--- src/hdl/dcwb_pkg.sv ---
// ----------------------------------------------------------------------------
// dcwb_pkg
// Types, codes and reset values of the drive command watchdog brake unit.
// ----------------------------------------------------------------------------
package dcwb_pkg;

    localparam int DEFAULT_COUNT_WIDTH = 16;

    localparam int CFG_INDEX_W = 3;
    localparam int CFG_DATA_W  = 16;
    localparam int TICK_W      = 16;
    localparam int DUTY_W      = 8;

    localparam logic [TICK_W-1:0] TIMEOUT_RESET     = 16'd500;
    localparam logic [TICK_W-1:0] BRAKE_PULSE_RESET = 16'd60;
    localparam logic [DUTY_W-1:0] DRIVE_DUTY_RESET  = 8'd49;
    localparam logic [DUTY_W-1:0] TURN_DUTY_RESET   = 8'd32;
    localparam logic [DUTY_W-1:0] BRAKE_DUTY_RESET  = 8'd20;

    localparam logic [7:0] CHAR_LOWER_A = 8'h61;
    localparam logic [7:0] CHAR_LOWER_Z = 8'h7A;
    localparam logic [7:0] CASE_OFFSET  = 8'h20;
    localparam logic [7:0] CHAR_S       = 8'h53;
    localparam logic [7:0] CHAR_F       = 8'h46;
    localparam logic [7:0] CHAR_B       = 8'h42;
    localparam logic [7:0] CHAR_L       = 8'h4C;
    localparam logic [7:0] CHAR_R       = 8'h52;

    typedef enum logic [CFG_INDEX_W-1:0] {
        REG_TIMEOUT     = 3'd0,
        REG_BRAKE_PULSE = 3'd1,
        REG_DRIVE_DUTY  = 3'd2,
        REG_TURN_DUTY   = 3'd3,
        REG_BRAKE_DUTY  = 3'd4
    } reg_index_t;

    typedef enum logic [2:0] {
        CMD_STOP  = 3'd0,
        CMD_FWD   = 3'd1,
        CMD_BACK  = 3'd2,
        CMD_LEFT  = 3'd3,
        CMD_RIGHT = 3'd4,
        CMD_NONE  = 3'd7
    } cmd_t;

    typedef enum logic [1:0] {
        DIR_BRAKE = 2'd0,
        DIR_FWD   = 2'd1,
        DIR_REV   = 2'd2
    } dir_t;

    typedef enum logic [1:0] {
        TRAVEL_STOP = 2'd0,
        TRAVEL_FWD  = 2'd1,
        TRAVEL_BACK = 2'd2
    } travel_t;

    typedef struct packed {
        logic [1:0]        left_drive;
        logic [1:0]        right_drive;
        logic [DUTY_W-1:0] pwm_duty;
        logic [2:0]        active_command;
        logic              braking;
    } drive_result_t;

endpackage

--- src/hdl/dcwb_core.sv ---
// ----------------------------------------------------------------------------
// dcwb_core
// Configuration registers, command decode, watchdog and counter-brake state.
// Produces the result of the item being taken in the same cycle.
// ----------------------------------------------------------------------------
module dcwb_core #(
    parameter int COUNT_WIDTH = dcwb_pkg::DEFAULT_COUNT_WIDTH
) (
    input  logic                                clk,
    input  logic                                rst_n,
    input  logic                                cfg_we,
    input  logic [dcwb_pkg::CFG_INDEX_W-1:0]    cfg_index,
    input  logic [dcwb_pkg::CFG_DATA_W-1:0]     cfg_data,
    input  logic                                item_take,
    input  logic                                op,
    input  logic [7:0]                          rx_byte,
    output dcwb_pkg::drive_result_t             result
);
    import dcwb_pkg::*;

    localparam int CMP_W = (COUNT_WIDTH > TICK_W) ? COUNT_WIDTH : TICK_W;
    localparam logic [COUNT_WIDTH-1:0] COUNT_MAX = {COUNT_WIDTH{1'b1}};

    logic [TICK_W-1:0] timeout_reg;
    logic [TICK_W-1:0] brake_pulse_reg;
    logic [DUTY_W-1:0] drive_duty_reg;
    logic [DUTY_W-1:0] turn_duty_reg;
    logic [DUTY_W-1:0] brake_duty_reg;

    cmd_t              requested_reg, requested_next;
    cmd_t              applied_reg, applied_next;
    travel_t           travel_reg, travel_next;
    logic [COUNT_WIDTH-1:0] idle_reg, idle_next;
    logic [COUNT_WIDTH-1:0] pulse_reg, pulse_next;
    dir_t              left_reg, left_next;
    dir_t              right_reg, right_next;
    logic [DUTY_W-1:0] duty_reg, duty_next;

    logic [7:0]        folded;
    cmd_t              decoded;
    logic [COUNT_WIDTH-1:0] idle_inc;
    logic [COUNT_WIDTH-1:0] pulse_len;
    cmd_t              req_eff;

    // Configuration writes; unknown indexes fall through.
    always_ff @(posedge clk or negedge rst_n)
    begin
        if (!rst_n)
        begin
            timeout_reg     <= TIMEOUT_RESET;
            brake_pulse_reg <= BRAKE_PULSE_RESET;
            drive_duty_reg  <= DRIVE_DUTY_RESET;
            turn_duty_reg   <= TURN_DUTY_RESET;
            brake_duty_reg  <= BRAKE_DUTY_RESET;
        end
        else if (cfg_we)
        begin
            unique case (cfg_index)
                REG_TIMEOUT:     timeout_reg     <= cfg_data;
                REG_BRAKE_PULSE: brake_pulse_reg <= cfg_data;
                REG_DRIVE_DUTY:  drive_duty_reg  <= cfg_data[DUTY_W-1:0];
                REG_TURN_DUTY:   turn_duty_reg   <= cfg_data[DUTY_W-1:0];
                REG_BRAKE_DUTY:  brake_duty_reg  <= cfg_data[DUTY_W-1:0];
                default:         ;
            endcase
        end
    end

    // Fold to upper case, then map the five command letters.
    always_comb
    begin
        if (rx_byte >= CHAR_LOWER_A && rx_byte <= CHAR_LOWER_Z)
            folded = rx_byte - CASE_OFFSET;
        else
            folded = rx_byte;
        unique case (folded)
            CHAR_S:  decoded = CMD_STOP;
            CHAR_F:  decoded = CMD_FWD;
            CHAR_B:  decoded = CMD_BACK;
            CHAR_L:  decoded = CMD_LEFT;
            CHAR_R:  decoded = CMD_RIGHT;
            default: decoded = CMD_NONE;
        endcase
    end

    always_comb
    begin
        idle_inc = (idle_reg == COUNT_MAX) ? idle_reg : idle_reg + 1'b1;
        if (CMP_W'(brake_pulse_reg) > CMP_W'(COUNT_MAX))
            pulse_len = COUNT_MAX;
        else
            pulse_len = COUNT_WIDTH'(brake_pulse_reg);
        if (CMP_W'(idle_inc) > CMP_W'(timeout_reg))
            req_eff = CMD_STOP;
        else
            req_eff = requested_reg;
    end

    always_comb
    begin
        requested_next = requested_reg;
        applied_next   = applied_reg;
        travel_next    = travel_reg;
        idle_next      = idle_reg;
        pulse_next     = pulse_reg;
        left_next      = left_reg;
        right_next     = right_reg;
        duty_next      = duty_reg;

        if (item_take)
        begin
            if (op)
            begin
                if (decoded != CMD_NONE)
                begin
                    requested_next = decoded;
                    idle_next      = '0;
                end
            end
            else
            begin
                idle_next = idle_inc;
                if (pulse_reg != '0)
                begin
                    pulse_next = pulse_reg - 1'b1;
                    // pulse over: plain brake
                    if (pulse_reg == COUNT_WIDTH'(1))
                    begin
                        left_next  = DIR_BRAKE;
                        right_next = DIR_BRAKE;
                        duty_next  = '0;
                    end
                end
                else
                begin
                    requested_next = req_eff;
                    if (req_eff != applied_reg)
                    begin
                        applied_next = req_eff;
                        if (req_eff == CMD_STOP &&
                            (travel_reg == TRAVEL_FWD || travel_reg == TRAVEL_BACK))
                        begin
                            if (pulse_len == '0)
                            begin
                                left_next  = DIR_BRAKE;
                                right_next = DIR_BRAKE;
                                duty_next  = '0;
                            end
                            else
                            begin
                                // drive against the last travel direction
                                left_next  = (travel_reg == TRAVEL_FWD) ? DIR_REV : DIR_FWD;
                                right_next = (travel_reg == TRAVEL_FWD) ? DIR_REV : DIR_FWD;
                                duty_next  = brake_duty_reg;
                                pulse_next = pulse_len;
                            end
                        end
                        else
                        begin
                            unique case (req_eff)
                                CMD_FWD:
                                begin
                                    left_next  = DIR_FWD;
                                    right_next = DIR_FWD;
                                    duty_next  = drive_duty_reg;
                                end
                                CMD_BACK:
                                begin
                                    left_next  = DIR_REV;
                                    right_next = DIR_REV;
                                    duty_next  = drive_duty_reg;
                                end
                                CMD_RIGHT:
                                begin
                                    left_next  = DIR_FWD;
                                    right_next = DIR_REV;
                                    duty_next  = turn_duty_reg;
                                end
                                CMD_LEFT:
                                begin
                                    left_next  = DIR_REV;
                                    right_next = DIR_FWD;
                                    duty_next  = turn_duty_reg;
                                end
                                default:
                                begin
                                    left_next  = DIR_BRAKE;
                                    right_next = DIR_BRAKE;
                                    duty_next  = '0;
                                end
                            endcase
                        end
                        if (req_eff == CMD_FWD)
                            travel_next = TRAVEL_FWD;
                        else if (req_eff == CMD_BACK)
                            travel_next = TRAVEL_BACK;
                    end
                end
            end
        end
    end

    always_ff @(posedge clk or negedge rst_n)
    begin
        if (!rst_n)
        begin
            requested_reg <= CMD_STOP;
            applied_reg   <= CMD_NONE;
            travel_reg    <= TRAVEL_STOP;
            idle_reg      <= '0;
            pulse_reg     <= '0;
            left_reg      <= DIR_BRAKE;
            right_reg     <= DIR_BRAKE;
            duty_reg      <= '0;
        end
        else
        begin
            requested_reg <= requested_next;
            applied_reg   <= applied_next;
            travel_reg    <= travel_next;
            idle_reg      <= idle_next;
            pulse_reg     <= pulse_next;
            left_reg      <= left_next;
            right_reg     <= right_next;
            duty_reg      <= duty_next;
        end
    end

    always_comb
    begin
        result.left_drive     = left_next;
        result.right_drive    = right_next;
        result.pwm_duty       = duty_next;
        result.active_command = (applied_next == CMD_NONE) ? CMD_STOP : applied_next;
        result.braking        = (pulse_next != '0);
    end

endmodule

--- src/hdl/drive_command_watchdog_brake_unit.sv ---
// ----------------------------------------------------------------------------
// drive_command_watchdog_brake_unit
// Differential-drive command controller with watchdog stop and counter-brake.
// ----------------------------------------------------------------------------
//  channel  | handshake           | payload
//  ---------+---------------------+---------------------------------------------
//  cmd      | cmd_valid/cmd_stall | op, rx_byte
//  res      | res_valid/res_stall | left_drive, right_drive, pwm_duty,
//           |                     | active_command, braking
//  cfg      | cfg_valid/cfg_ready | cfg_index, cfg_data
//
// One item per clock while cmd_stall is low; its result is registered in the
// output register, or in the skid entry if that register is full and stalled.
// The state update for an item is a single pass at the accept edge. A
// two-entry result buffer (output register plus skid) lets items keep flowing
// while the result side stalls; cmd_stall rises only when both entries are
// full. Asynchronous reset needs no clearing pass; cfg_ready is always high.
module drive_command_watchdog_brake_unit #(
    parameter int COUNT_WIDTH = dcwb_pkg::DEFAULT_COUNT_WIDTH
) (
    input  logic                              clk,
    input  logic                              rst_n,
    input  logic                              cmd_valid,
    output logic                              cmd_stall,
    input  logic                              op,
    input  logic [7:0]                        rx_byte,
    output logic                              res_valid,
    input  logic                              res_stall,
    output logic [1:0]                        left_drive,
    output logic [1:0]                        right_drive,
    output logic [dcwb_pkg::DUTY_W-1:0]       pwm_duty,
    output logic [2:0]                        active_command,
    output logic                              braking,
    input  logic                              cfg_valid,
    output logic                              cfg_ready,
    input  logic [dcwb_pkg::CFG_INDEX_W-1:0]  cfg_index,
    input  logic [dcwb_pkg::CFG_DATA_W-1:0]   cfg_data
);
    import dcwb_pkg::*;

    logic          cmd_take;
    logic          res_take;
    drive_result_t new_result;

    logic          out_valid_reg, out_valid_next;
    logic          skid_valid_reg, skid_valid_next;
    drive_result_t out_data_reg, out_data_next;
    drive_result_t skid_data_reg, skid_data_next;

    assign cfg_ready = 1'b1;
    assign cmd_stall = skid_valid_reg;
    assign cmd_take  = cmd_valid && !skid_valid_reg;
    assign res_take  = out_valid_reg && !res_stall;

    dcwb_core #(
        .COUNT_WIDTH(COUNT_WIDTH)
    ) u_core (
        .clk       (clk),
        .rst_n     (rst_n),
        .cfg_we    (cfg_valid && cfg_ready),
        .cfg_index (cfg_index),
        .cfg_data  (cfg_data),
        .item_take (cmd_take),
        .op        (op),
        .rx_byte   (rx_byte),
        .result    (new_result)
    );

    always_comb
    begin
        out_valid_next  = out_valid_reg;
        skid_valid_next = skid_valid_reg;
        out_data_next   = out_data_reg;
        skid_data_next  = skid_data_reg;
        if (cmd_take)
        begin
            // skid is empty here
            if (!out_valid_reg || res_take)
            begin
                out_valid_next = 1'b1;
                out_data_next  = new_result;
            end
            else
            begin
                skid_valid_next = 1'b1;
                skid_data_next  = new_result;
            end
        end
        else if (res_take)
        begin
            if (skid_valid_reg)
            begin
                out_data_next   = skid_data_reg;
                skid_valid_next = 1'b0;
            end
            else
                out_valid_next = 1'b0;
        end
    end

    always_ff @(posedge clk or negedge rst_n)
    begin
        if (!rst_n)
        begin
            out_valid_reg  <= 1'b0;
            skid_valid_reg <= 1'b0;
        end
        else
        begin
            out_valid_reg  <= out_valid_next;
            skid_valid_reg <= skid_valid_next;
        end
    end

    always_ff @(posedge clk)
    begin
        out_data_reg  <= out_data_next;
        skid_data_reg <= skid_data_next;
    end

    assign res_valid      = out_valid_reg;
    assign left_drive     = out_data_reg.left_drive;
    assign right_drive    = out_data_reg.right_drive;
    assign pwm_duty       = out_data_reg.pwm_duty;
    assign active_command = out_data_reg.active_command;
    assign braking        = out_data_reg.braking;

endmodule

--- config.mk ---
export PLATFORM = sky130hd
export DESIGN_NAME = drive_command_watchdog_brake_unit
export DESIGN_NICKNAME = d
export VERILOG_FILES = /design/src/hdl/dcwb_pkg.sv /design/src/hdl/dcwb_core.sv /design/src/hdl/drive_command_watchdog_brake_unit.sv
export SDC_FILE = /design/constraint.sdc
export NUM_CORES = 1
export LEC_CHECK = 0
export ABC_CLOCK_PERIOD_IN_PS = 10200
export BUFFER_PORTS_ARGS = -buffer_cell sky130_fd_sc_hd__buf_2
export CAP_MARGIN = 0
export CORE_ASPECT_RATIO = 2
export CORE_UTILIZATION = 28
export CTS_CLUSTER_SIZE = 16
export DETAILED_ROUTE_END_ITERATION = 10
export PLACE_DENSITY = 0.48
export SLEW_MARGIN = 20
export SYNTH_ARGS = -nofsm -noshare
export SYNTH_HDL_FRONTEND = slang
export SYNTH_SLANG_ARGS = --single-unit
--- constraint.sdc ---
create_clock -name clk -period 10.2 [get_ports clk]
set_clock_uncertainty 0.05 [all_clocks]
set_input_delay 1.02 -clock clk [delete_from_list [all_inputs] [get_ports clk]]
set_output_delay 1.02 -clock clk [all_outputs]
set_load 0.02 [all_outputs]
; Word-level counts from Yosys, hierarchy flattened
; Index checks and enable logic that the tools add are counted.
[classes]
n_reduce_logical = 35
order_cmp = 4
bitwise = 3
eq_ne = 25
mux = 58
addsub = 3
[ops]
columns = op, n
row1 = $mux W16, 14
row2 = $mux W8, 8
row3 = $eq A8 B7 Y1 const B, 5
row4 = $mux W2, 16
row5 = $reduce_bool A16 Y1, 2
row6 = $mux W3, 9
row7 = $add A16 B1 Y16 const B, 1
row8 = $eq A16 B1 Y1 const B, 1
row9 = $eq A16 B16 Y1 const B, 1
row10 = $gt A16 B16 Y1, 1
row11 = $gt A16 B16 Y1 const B, 1
row12 = $logic_not A16 Y1, 1
row13 = $pmux W8 S2, 1
row14 = $reduce_and A2 Y1, 8
row15 = $sub A16 B1 Y16 const B, 1
row16 = $pmux W3 S5, 1
row17 = $eq A3 B2 Y1 const B, 4
row18 = $reduce_or A2 Y1, 6
row19 = $eq A3 B3 Y1 const B, 3
row20 = $reduce_and A3 Y1, 3
row21 = $ge A8 B7 Y1 const B, 1
row22 = $le A8 B7 Y1 const B, 1
row23 = $pmux W2 S2, 2
row24 = $sub A8 B6 Y8 const B, 1
row25 = 15 further kinds, 36
[totals]
regBits = 142
input_bits = 33

; Logic depth before layout (Yosys ltp)
; Gate-level depths: netlist (run 1).
[logic_depth]
ltp_word = 14
ltp_mapped = 19
ltp_nobuf = 17

; By module
; A second synthesis (run 1) with hierarchy kept.
[unflattened]
hier_cells = 722
area_unflattened_um2 = 7474.7
[modules_own_cells]
columns = mod, cells_per_inst, n_inst, area_each_um2
row1 = dcwb_core, 657, 1, 6130.9
row2 = drive_command_watchdog_brake_unit, 65, 1, 1343.8

; Least setup slack after synthesis (run 1)
; Ideal clock, no wire load.
[synth_timing]
path_kind = reg-to-reg
from = register u_core.idle_reg[4]
to = register out_data_reg (netlist bit left_drive[0]) (data pin)
synth_period_minus_slack_ps = 4169
setup_time_ps = 260
stages_incl_launch_ff = 19
path_slack_ps = 6031
t_arrival_ps = 3860
n_path_buf = 1
cell_sequence = dfrtp_1 -> clkbuf_1 -> nand3_1 -> nor2_1 -> nand3_1 -> nor3_1 -> and3_1 -> nand3b_1 -> o21a_1 -> ha_1 -> nand4_1 -> nor4_1 -> nand2_1 -> or2_0 -> and3_1 -> or3b_1 -> a211o_1 -> o2bb2ai_1 -> mux2_2
[synth_rtl]
columns = item, line_no
row1 = "start, declared", dcwb_core.sv:33  ; logic [COUNT_WIDTH-1:0] idle_reg, idle_next;
row2 = "start signal, assigned", dcwb_core.sv:221  ; idle_reg <= idle_next;
row3 = "end signal, assigned", drive_command_watchdog_brake_unit.sv:117  ; out_data_reg <= out_data_next;
row4 = "end, declared", drive_command_watchdog_brake_unit.sv:47  ; drive_result_t out_data_reg, out_data_next;

==> flow_metrics.tcl, run 1 <==
set metrics [dict create \
    synthToLayoutAreaGrowth_pct 16.8 \
    cts_hold_buf 0 \
    drt_pre_antenna_iters 5 \
    cts.repair.resized 0 \
    antenna_found_initial 0 \
    worstPathRequired_ns 10.29 \
    fin_cells 1110 \
    status "completed" \
    n_antenna_cell 0 \
    grt-ovfl-total 0 \
    viasPerCell 5.01 \
    ys_warn_count 0 \
    cts_sinks 142 \
    synthFlopType "dfrtp_1" \
    critPathArrivalTime_ns 5.27 \
    leakage_nw 3.45 \
    fill_cells 2685 \
    slew_headroom_pct 30.8 \
    clk_pin_slew_ns 0.06 \
    first_iter_violations 273 \
    hpwl_um 15000 \
    ctsLongestPathBuffers 2 \
    async_flop_share_pct 77.5 \
    fin_crit_sh_pct 50.9 \
    fp.dieH_um 230 \
    path_buf_inv 0 \
    cp_slowest_cell "nor2_1" \
    path_delay_family "simple AND/OR/NAND/NOR gates" \
    vias 5562 \
    cp-end-kind "flip-flop" \
    grt_pass1_vias 5828 \
    synth_cells 711 \
    worst-r2r-cell-count 16 \
    cts-root-buf "clkbuf_16" \
    worstSetupStartpointType "flip-flop" \
    ir_drop_mv 0.121 \
    tritoncts "done" \
    reg2reg_slack_ns 5.01 \
    numCtsBuffers 17 \
    slew_viol_final 0 \
    ys_ff_latch 142 \
    finalSetupViolations 0 \
    tightest_slew_ns 1.03 \
    post-cts-setup-buffers 0 \
    drive_above_1_share_pct 20.9 \
    initial_core_util_pct 28.4 \
    ios 52 \
    hold_violations 0 \
    powerDensity_mw_per_mm2 252 \
    crit_fanout 10 \
    h-tree-depth 4 \
    grt_start_max_net_pins 68 \
    maxCapViolCount 0 \
    r2r_end "skid_data_reg[6]" \
    timing.final.crit_period_ns 5.19 \
    die_w_um 116 \
    critical_path_class "reg -> reg" \
    synth_area_leaders "dfrtp_1 (31%), edfxtp_1 (13%), dfstp_2 (6.9%), mux2_2 (6.5%), o21ai_0 (4.2%)" \
    synth_edf_count 32 \
    clock_latency_ns 0.44 \
    crit_path_cell_trace "nand2_1 > nor2_1 > nand3_1 > nor3_1 > and3_1 > nand3b_1 > o21a_1 > ha_1 > nand4_1 > nor4_1 > o21ai_0 > and3_1 > nor2_1 > a21oi_1 > a222oi_1 > o21ai_0" \
    rows 83 \
    tns_ns 0 \
    min_to "u_core.turn_duty_reg[3]" \
    placed_cells_incl_taps 1078 \
    syn_area_per_cell_um2 10.2 \
    r2r-start "u_core.idle_reg[6]" \
    hp-start "u_core.turn_duty_reg[3]" \
    core_area_mm2 0.0255 \
    critPathMaxStageDelay_ns 0.52 \
    netlist_area_mm2 0.00725 \
    synthTopCellsByCount "dfrtp_1 (91), nand2_1 (77), o21ai_0 (61)" \
    fmax_mhz 193 \
    drc 0 \
    wl_um 19700 \
    synth.top_cell.area_share_pct 31.4 \
    synth_cell_types 69 \
    yosysSeqAreaShare_pct 51.6 \
    gr-usage-all-layers_pct 15.9 \
    rsz0062_at_grt "no" \
    syn_nets 765 \
    hp-class "reg -> reg" \
    grt_pass1_wl_um 31300 \
    synth_top_area_cell "dfrtp_1" \
    worst_hold_path.num_cells 1 \
    wl_per_cell_um 17.8 \
    synth_most_common_cell "dfrtp_1" \
    dieArea_mm2 0.0266 \
    portBuffers 50 \
    gp_congestion 0.859 \
    nets 811 \
    postRouteAntennaNets 0 \
]
power breakdown:
part	switching, W	total [W]	leakage [nW]	internal, W
Sequential	0.000137	0.000887	1.65	0.000751
Clock	0.000251	0.000637	0.290	0.000386
Combinational	0.000367	0.000608	1.51	0.000241
worst max-delay path by stage:
stage,from,end,slack [ns],cells past startpoint
final,u_core.idle_reg[6],skid_data_reg[6],5.01,16
after global placement,u_core.idle_reg[4],pwm_duty[3],5.05,16
after detailed placement,u_core.idle_reg[4],skid_data_reg[8],5.05,16
after global routing,u_core.idle_reg[4],pwm_duty[3],4.49,17
after CTS,u_core.idle_reg[4],left_drive[0],5.03,17
after floorplan,u_core.idle_reg[4],left_drive[0],6.03,18
metrics by stage:
| stage | total power (W) | cell area, um^2 | setup WS [ns] | hold WS, ns | utilization (%) |
|---|---|---|---|---|---|
| 6_report | 0.00213 | 8470 | 5.01 | 0.460 | 33.1 |
| 3_3_place_gp | 0.00151 | 7860 | 5.05 | 0.440 | 30.8 |
| 3_5_place_dp | 0.00151 | 7870 | 5.05 | 0.446 | 30.8 |
| 2_1_floorplan | 0.00129 | 7250 | 6.03 | 0.419 | - |
| 4_1_cts | 0.00216 | 8470 | 5.03 | 0.462 | 33.1 |
| 5_1_grt | 0.00227 | 8470 | 4.49 | 0.471 | 33.1 |
metal layers:
metal / track usage (%) / vias up / share of wire (%)
met2: 31.0 / 95 / 59
met5: 0 / - / 0
met3: 2.86 / 42 / 2.7
met1: 14.8 / 2745 / 35
met4: 9.17 / 0 / 4.2
li1: - / 2680 / -
cell usage in the layout (no fill, tap or decap), drive strengths merged, types with 10 or more instances in the layout:
cell type,instances
ha,21
nor2,55
a22o,10
clkbuf,19
dfrtp,91
dfstp,19
a21oi,47
o21ai,61
nand3,18
mux2,43
inv,38
o21a,12
edfxtp,32
nor3,25
nand2,77
xnor2,12
nor4,14
buf,55
worst register-to-register path: stages (launching register included):
cell      delay [ns]
dfrtp_1         0.46
nand2_1         0.08
nor2_1          0.21
nand3_1         0.16
nor3_1          0.38
and3_1          0.24
nand3b_1        0.08
o21a_1          0.14
ha_1            0.33
nand4_1         0.25
nor4_1          0.49
o21ai_0         0.29
and3_1          0.26
nor2_1          0.52
a21oi_1         0.33
a222oi_1        0.43
o21ai_0         0.19
cell families (layout without fill, tap and decap cells):
family	count (synthesis)	in the layout	share of synthesized area, %
other	1	1	0.0517
AOI/OAI and AO/OA	179	179	15.5
xor gates and xnor gates	16	16	1.93
adders and majority gates	21	21	3.63
and+or+nand+nor	244	244	16.8
DFF	142	142	51.6
muxes	45	45	7.01
buffers and inverters	63	122	3.49
cell type report:
class	instances	area (um^2)	share of cell area [%]
multi-input cells	506	3290	38.8
clock buffers	19	433	5.11
flip-flops and latches	142	3740	44.1
clock inverters	13	164	1.94
inverters	35	131	1.55
well taps	340	425	5.02
repair buffers	55	290	3.43
(Power assumes the default switching activity.)
==> inputs of run 2 (changes only) <==
--- a/config.mk
+++ b/config.mk
@@ -5,7 +5,7 @@
 export SDC_FILE = /design/constraint.sdc
 export NUM_CORES = 1
 export LEC_CHECK = 0
-export ABC_CLOCK_PERIOD_IN_PS = 10200
+export ABC_CLOCK_PERIOD_IN_PS = 5350
 export BUFFER_PORTS_ARGS = -buffer_cell sky130_fd_sc_hd__buf_2
 export CAP_MARGIN = 0
 export CORE_ASPECT_RATIO = 2
==> constraint.sdc (replaced) <==
create_clock -name clk -period 5.35 [get_ports clk]
set_clock_uncertainty 0.05 [all_clocks]
set_input_delay 0.535 -clock clk [delete_from_list [all_inputs] [get_ports clk]]
set_output_delay 0.535 -clock clk [all_outputs]
set_load 0.02 [all_outputs]
==> flow_metrics.tcl, run 2 (synthesized netlist as in run 1, its figures left out) <==
set metrics [dict create \
    post-cts-setup-buffers 0 \
    n_antenna_cell 0 \
    crit_path_cell_trace "ha_1 > and3_1 > nor2b_1 > a21oi_1 > nand4_1 > xnor2_1 > ha_1 > nand4_1 > nor4_1 > nand2_1 > or2_0 > and3_1 > or3b_1 > a211o_1 > o2bb2ai_1 > mux2_2" \
    gr-usage-all-layers_pct 15.5 \
    maxCapViolCount 0 \
    p_sw_share_pct 37.1 \
    regArea_mm2 0.00374 \
    leakage_nw 3.46 \
    cts.repair.resized 0 \
    ctsLongestPathBuffers 2 \
    reg2reg_slack_ns 0.44 \
    numCtsBuffers 17 \
    slew_viol_final 0 \
    tns_ns 0 \
    clock_latency_ns 0.44 \
    fp.dieH_um 230 \
    initial_core_util_pct 28.4 \
    postRouteAntennaNets 0 \
    cts_hold_buf 0 \
    grt_start_max_net_pins 73 \
    r2r_end "right_drive[0]" \
    p_sw_w 0.00148 \
    vias 5535 \
    wl_per_cell_um 17.2 \
    final_core_util_pct 33.1 \
    seqPwrFrac_pct 42.3 \
    nets 818 \
    die_w_um 116 \
    gp_congestion 0.843 \
    grt-ovfl-total 0 \
    tightest_slew_ns 0.978 \
    fin_crit_sh_pct 91.7 \
    worstPathRequired_ns 5.50 \
    critPathArrivalTime_ns 5.06 \
    hpwl_um 14500 \
    critPathMaxStageDelay_ns 0.46 \
    clkPwrFrac_pct 28.3 \
    drive_above_1_share_pct 21.9 \
    wl_um 19200 \
    core_area_mm2 0.0255 \
    antenna_found_initial 0 \
    synthToLayoutAreaGrowth_pct 16.7 \
    path_buf_inv 0 \
    ir_drop_mv 0.180 \
    drc 0 \
    worst-r2r-cell-count 16 \
    final_cell_mix "dfrtp_1 (91), nand2_1 (77), o21ai_0 (61), nor2_1 (54), buf_2 (49)" \
    cts-root-buf "clkbuf_16" \
    powerDensity_mw_per_mm2 471 \
    finalSetupViolations 0 \
    internal_power_w 0.00251 \
    path_delay_family "simple AND/OR/NAND/NOR gates" \
    h-tree-depth 4 \
    slew_headroom_pct 34.8 \
    cp_slowest_cell "a211o_1" \
    crit_fanout 12 \
    grt_pass1_wl_um 30500 \
    rows 83 \
    tritoncts "done" \
    first_iter_violations 197 \
    mostFrequentLayoutCell "dfrtp_1" \
    status "completed" \
    hp-class "in -> async" \
    hold_violations 0 \
    timing.final.crit_period_ns 4.91 \
    ios 52 \
    worstSetupStartpointType "flip-flop" \
    viasPerCell 4.96 \
    dieArea_mm2 0.0266 \
    p_comb_share_pct 29.4 \
    r2r-start "u_core.idle_reg[0]" \
    cts_sinks 142 \
    multi_input_area_mm2 0.00327 \
    fmax_mhz 204 \
    grt_pass1_vias 5509 \
    rsz0062_at_grt "no" \
    clk_pin_slew_ns 0.07 \
    critical_path_class "reg -> reg" \
    portBuffers 50 \
    fill_cells 2718 \
    cp-end-kind "flip-flop" \
    drt_pre_antenna_iters 4 \
]
==> run 2: power by group through the flow <==
stage	Sequential, W	Clock [W]	Combinational [W]
6_report	0.00168	0.00113	0.00117
4_1_cts	0.00169	0.00115	0.00119
2_1_floorplan	0.00167	0	0.000797
3_5_place_dp	0.00170	0	0.00118
5_1_grt	0.00172	0.00119	0.00130
3_3_place_gp	0.00170	0	0.00118
==> run 2: layout make-up <==
cell class	count	area share, %
timing repair buffer	62	4.05
inverter	35	1.55
clock buffer	17	5.03
clock inverter	15	1.48
multi-input combinational	506	38.7
sequential	142	44.2
tap	340	5.03
==> run 2: how the worst max path moves through the flow <==
stage,startpoint,to,slack [ns],cells after the start
detailed placement,u_core.idle_reg[0],right_drive[0],0.45,16
global placement,u_core.idle_reg[0],left_drive[0],0.54,16
CTS,u_core.idle_reg[0],left_drive[0],0.43,16
global route,u_core.idle_reg[0],left_drive[0],0.18,16
floorplan,u_core.idle_reg[4],left_drive[0],1.18,18
finish,u_core.idle_reg[0],right_drive[0],0.44,16
==> run 2: worst reg2reg max path, delay by kind of cell, from the launching register on <==
family | cells | cell delay [ns]
fa+ha+maj | 2 | 0.57
compound gates | 3 | 1.05
xor+xnor | 1 | 0.18
flops | 1 | 0.44
mux | 1 | 0.27
simple gates | 9 | 2.10
==> run 2: stage by stage <==
step / cell area, um^2 / total power (W) / cells / hold WS, ns / worst slack [ns]
5_1_grt: 8460 / 0.00422 / 1117 / 0.276 / 0.176
2_1_floorplan: 7250 / 0.00247 / 711 / 0.189 / 1.18
3_3_place_gp: 7910 / 0.00289 / 1085 / 0.437 / 0.536
3_5_place_dp: 7910 / 0.00289 / 1085 / 0.447 / 0.454
6_report: 8460 / 0.00398 / 1117 / 0.193 / 0.443
4_1_cts: 8460 / 0.00403 / 1117 / 0.246 / 0.430
==> run 2: metal layers <==
layer	up-vias	track usage (%)	share of wire, %
li1	2698	-	-
met1	2713	15.8	37
met2	92	29.6	58
met3	32	2.41	2.3
met4	0	7.77	3.1
met5	-	0	0
==> inputs of run 3 (changes only) <==
--- a/config.mk
+++ b/config.mk
@@ -5,15 +5,16 @@
 export SDC_FILE = /design/constraint.sdc
 export NUM_CORES = 1
 export LEC_CHECK = 0
-export ABC_CLOCK_PERIOD_IN_PS = 5350
+export ABC_CLOCK_PERIOD_IN_PS = 4300
 export BUFFER_PORTS_ARGS = -buffer_cell sky130_fd_sc_hd__buf_2
 export CAP_MARGIN = 0
 export CORE_ASPECT_RATIO = 2
 export CORE_UTILIZATION = 28
 export CTS_CLUSTER_SIZE = 16
 export DETAILED_ROUTE_END_ITERATION = 10
-export PLACE_DENSITY = 0.48
+export PLACE_DENSITY = 0.5
 export SLEW_MARGIN = 20
 export SYNTH_ARGS = -nofsm -noshare
 export SYNTH_HDL_FRONTEND = slang
+export SYNTH_HIERARCHICAL = 1
 export SYNTH_SLANG_ARGS = --single-unit
==> constraint.sdc (replaced) <==
create_clock -name clk -period 4.3 [get_ports clk]
set_clock_uncertainty 0.05 [all_clocks]
set_input_delay 0.43 -clock clk [delete_from_list [all_inputs] [get_ports clk]]
set_output_delay 0.43 -clock clk [all_outputs]
set_load 0.02 [all_outputs]
==> flow_metrics.tcl, run 3 <==
set metrics [dict create \
    netlist_area_mm2 0.00747 \
    synthFlopType "dfrtp_1" \
    final_cell_mix "buf_4 (105), dfrtp_1 (91), nand2_1 (88)" \
    synth_cell_types 76 \
    clk_pin_slew_ns 0.06 \
    viasPerCell 4.89 \
    synth_area_leaders "dfrtp_1 (30%), edfxtp_1 (13%), dfstp_2 (6.7%), mux2_2 (4.8%), nand2_1 (4.8%)" \
    reg2reg_slack_ns -0.32 \
    path_buf_inv 2 \
    nets 937 \
    hold_violations 0 \
    tritoncts "done" \
    final_area_mm2 0.0100 \
    grt_pass1_wl_um 34000 \
    final_core_util_pct 38.2 \
    synth_edf_count 32 \
    drt_pre_antenna_iters 5 \
    synth_cells 722 \
    crit_path_cell_trace "nand4_1 > nor3_2 > and4_1 > buf_4 > a21oi_1 > a31oi_1 > ha_1 > nand4_1 > buf_4 > nor3_1 > nor4_2 > nand3_4 > and3_4 > a21o_1 > or4_4 > nor4_4 > nand4bb_1 > mux2_4" \
    wl_um 21400 \
    slew_headroom_pct 33.6 \
    synth_top_area_cell "dfrtp_1" \
    cts-root-buf "clkbuf_16" \
    critical_path_class "reg -> reg" \
    portBuffers 50 \
    first_iter_violations 244 \
    rsz0062_at_grt "yes" \
    maxCapViolCount 0 \
    hp-class "in -> reg" \
    cp-end-kind "flip-flop" \
    fin_cells 1240 \
    drive_above_1_share_pct 38.3 \
    core_area_mm2 0.0263 \
    finalSetupViolations 14 \
    cp_slowest_cell "or4_4" \
    tns_ns -1.79 \
    path_delay_family "simple AND/OR/NAND/NOR gates" \
    h-tree-depth 4 \
    antenna_found_initial 0 \
    ys_warn_count 6 \
    grt_pass1_vias 6379 \
    yosysSeqAreaShare_pct 50.0 \
    worstPathRequired_ns 4.43 \
    fp.dieH_um 233 \
    n_antenna_cell 0 \
    crit_fanout 5 \
    worst_slack_ns -0.319 \
    synth.top_cell.area_share_pct 30.5 \
    slew_viol_final 0 \
    initial_core_util_pct 28.4 \
    critPathArrivalTime_ns 4.75 \
    rows 84 \
    clock_latency_ns 0.44 \
    vias 6065 \
    async_flop_share_pct 77.5 \
    wl_per_cell_um 17.3 \
    ir_drop_mv 0.272 \
    grt-ovfl-total 0 \
    synthTopCellsByCount "nand2_1 (95), dfrtp_1 (91), o21ai_0 (52)" \
    violations "negative setup slack" \
    ios 52 \
    place_area_mm2 0.00877 \
    synth_most_common_cell "nand2_1" \
    gr-usage-all-layers_pct 16.4 \
    synthToLayoutAreaGrowth_pct 34.2 \
    fmax_mhz 217 \
    cts_sinks 142 \
    dieArea_mm2 0.0274 \
    ctsLongestPathBuffers 2 \
    syn_area_per_cell_um2 10.4 \
    tightest_slew_ns 0.996 \
    die_w_um 118 \
    syn_nets 776 \
    gp_congestion 0.820 \
    powerDensity_mw_per_mm2 445 \
    numCtsBuffers 17 \
    postRouteAntennaNets 0 \
    drc 0 \
    leakage_nw 4.32 \
    critPathMaxStageDelay_ns 0.55 \
    ys_ff_latch 142 \
    timing.final.crit_period_ns 4.62 \
    fill_cells 2671 \
    grt_start_max_net_pins 86 \
    fin_crit_sh_pct 107 \
    placed_cells_incl_taps 1175 \
    hpwl_um 15900 \
    worstSetupStartpointType "flip-flop" \
    mostFrequentLayoutCell "buf_4" \
    dp_slack_ns -0.408 \
    status "finished with violations" \
]
==> run 3: cell count changes after synthesis, sizes merged, moves of 8 or more <==
cell    delta
o21a      -10
o31ai      +8
nand2     +18
o221ai     +8
a21oi     -14
nor2      -16
inv       +15
==> run 3: stage by stage <==
step	hold WS [ns]	total power [W]
2_1_floorplan	0.0844	0.00251
3_3_place_gp	0.329	0.00290
4_1_cts	0.163	0.00449
6_report	0.176	0.00447
3_5_place_dp	0.331	0.00292
5_1_grt	0.183	0.00469
==> run 3: area by class of cell <==
class                      instances  area [um^2]  share of cell area, %
clock inverter                    13          160                   1.60
multi-input combinational        502         3850                   38.3
timing repair buffer             170         1240                   12.3
clock buffer                      19          433                   4.31
tap                              344          430                   4.29
sequential                       142         3740                   37.2
inverter                          50          188                   1.87
==> run 3: report_power, final <==
part	internal, W	switching (W)	total [W]
logic	0.000467	0.000639	0.00111
registers	0.00168	0.000167	0.00184
clock network	0.000913	0.000607	0.00152
total	0.00306	0.00141	0.00447
==> run 3: per-layer routing <==
layer  GRT usage, %  vias to the layer above  part of all wire [%]
li1               -                     2947                     -
met3           2.78                       51                   2.2
met5              0                        -                     0
met4           10.1                        0                   4.5
met2           32.8                      114                    58
met1           15.2                     2953                    35
==> run 3: path summary, 6_finish.rpt <==
| path | startpoint | to | cells after the start |
|---|---|---|---|
| setup / recovery | u_core/idle_reg[7] | braking | 18 |
| hold / removal | cfg_data[12] | u_core/timeout_reg[12] | 3 |
| setup reg to reg | u_core/idle_reg[7] | braking | 18 |
| hold reg to reg | u_core/duty_reg[6] | u_core/duty_reg[6] | 2 |
| max in group asynchronous | rst_n | u_core/timeout_reg[8] | 3 |
| min in group asynchronous | rst_n | u_core/timeout_reg[1] | 2 |
==> run 3: worst register-to-register path, cell delays in order, from the launching register on <==
cell	delay [ns]
dfrtp_1	0.35
nand4_1	0.15
nor3_2	0.26
and4_1	0.25
buf_4	0.14
a21oi_1	0.07
a31oi_1	0.21
ha_1	0.29
nand4_1	0.20
buf_4	0.14
nor3_1	0.06
nor4_2	0.35
nand3_4	0.15
and3_4	0.22
a21o_1	0.17
or4_4	0.55
nor4_4	0.27
nand4bb_1	0.18
mux2_4	0.30
==> run 3: cell families (layout without fill, tap and decap cells) <==
| group | Yosys count | count (layout) | share of synthesized area (%) |
|---|---|---|---|
| buffers and inverters | 78 | 252 | 4.30 |
| DFF | 142 | 142 | 50.0 |
| muxes | 58 | 58 | 9.39 |
| xor gates and xnor gates | 17 | 17 | 1.99 |
| AOI/OAI and AO/OA | 177 | 177 | 15.3 |
| other | 1 | 1 | 0.0502 |
| and+or+nand+nor | 228 | 228 | 15.5 |
| adders and majority gates | 21 | 21 | 3.52 |
==> run 3: what timing repair did <==
item / CTS / global route
gates cloned: 1 / 0
setup buffers: 16 / 16
hold buffers: 1 / 0
pin swaps: 22 / 37
hold endpoints to repair: 15 / 0
gates resized for setup: 48 / 39
endpoints found under the setup margin: 20 / 45
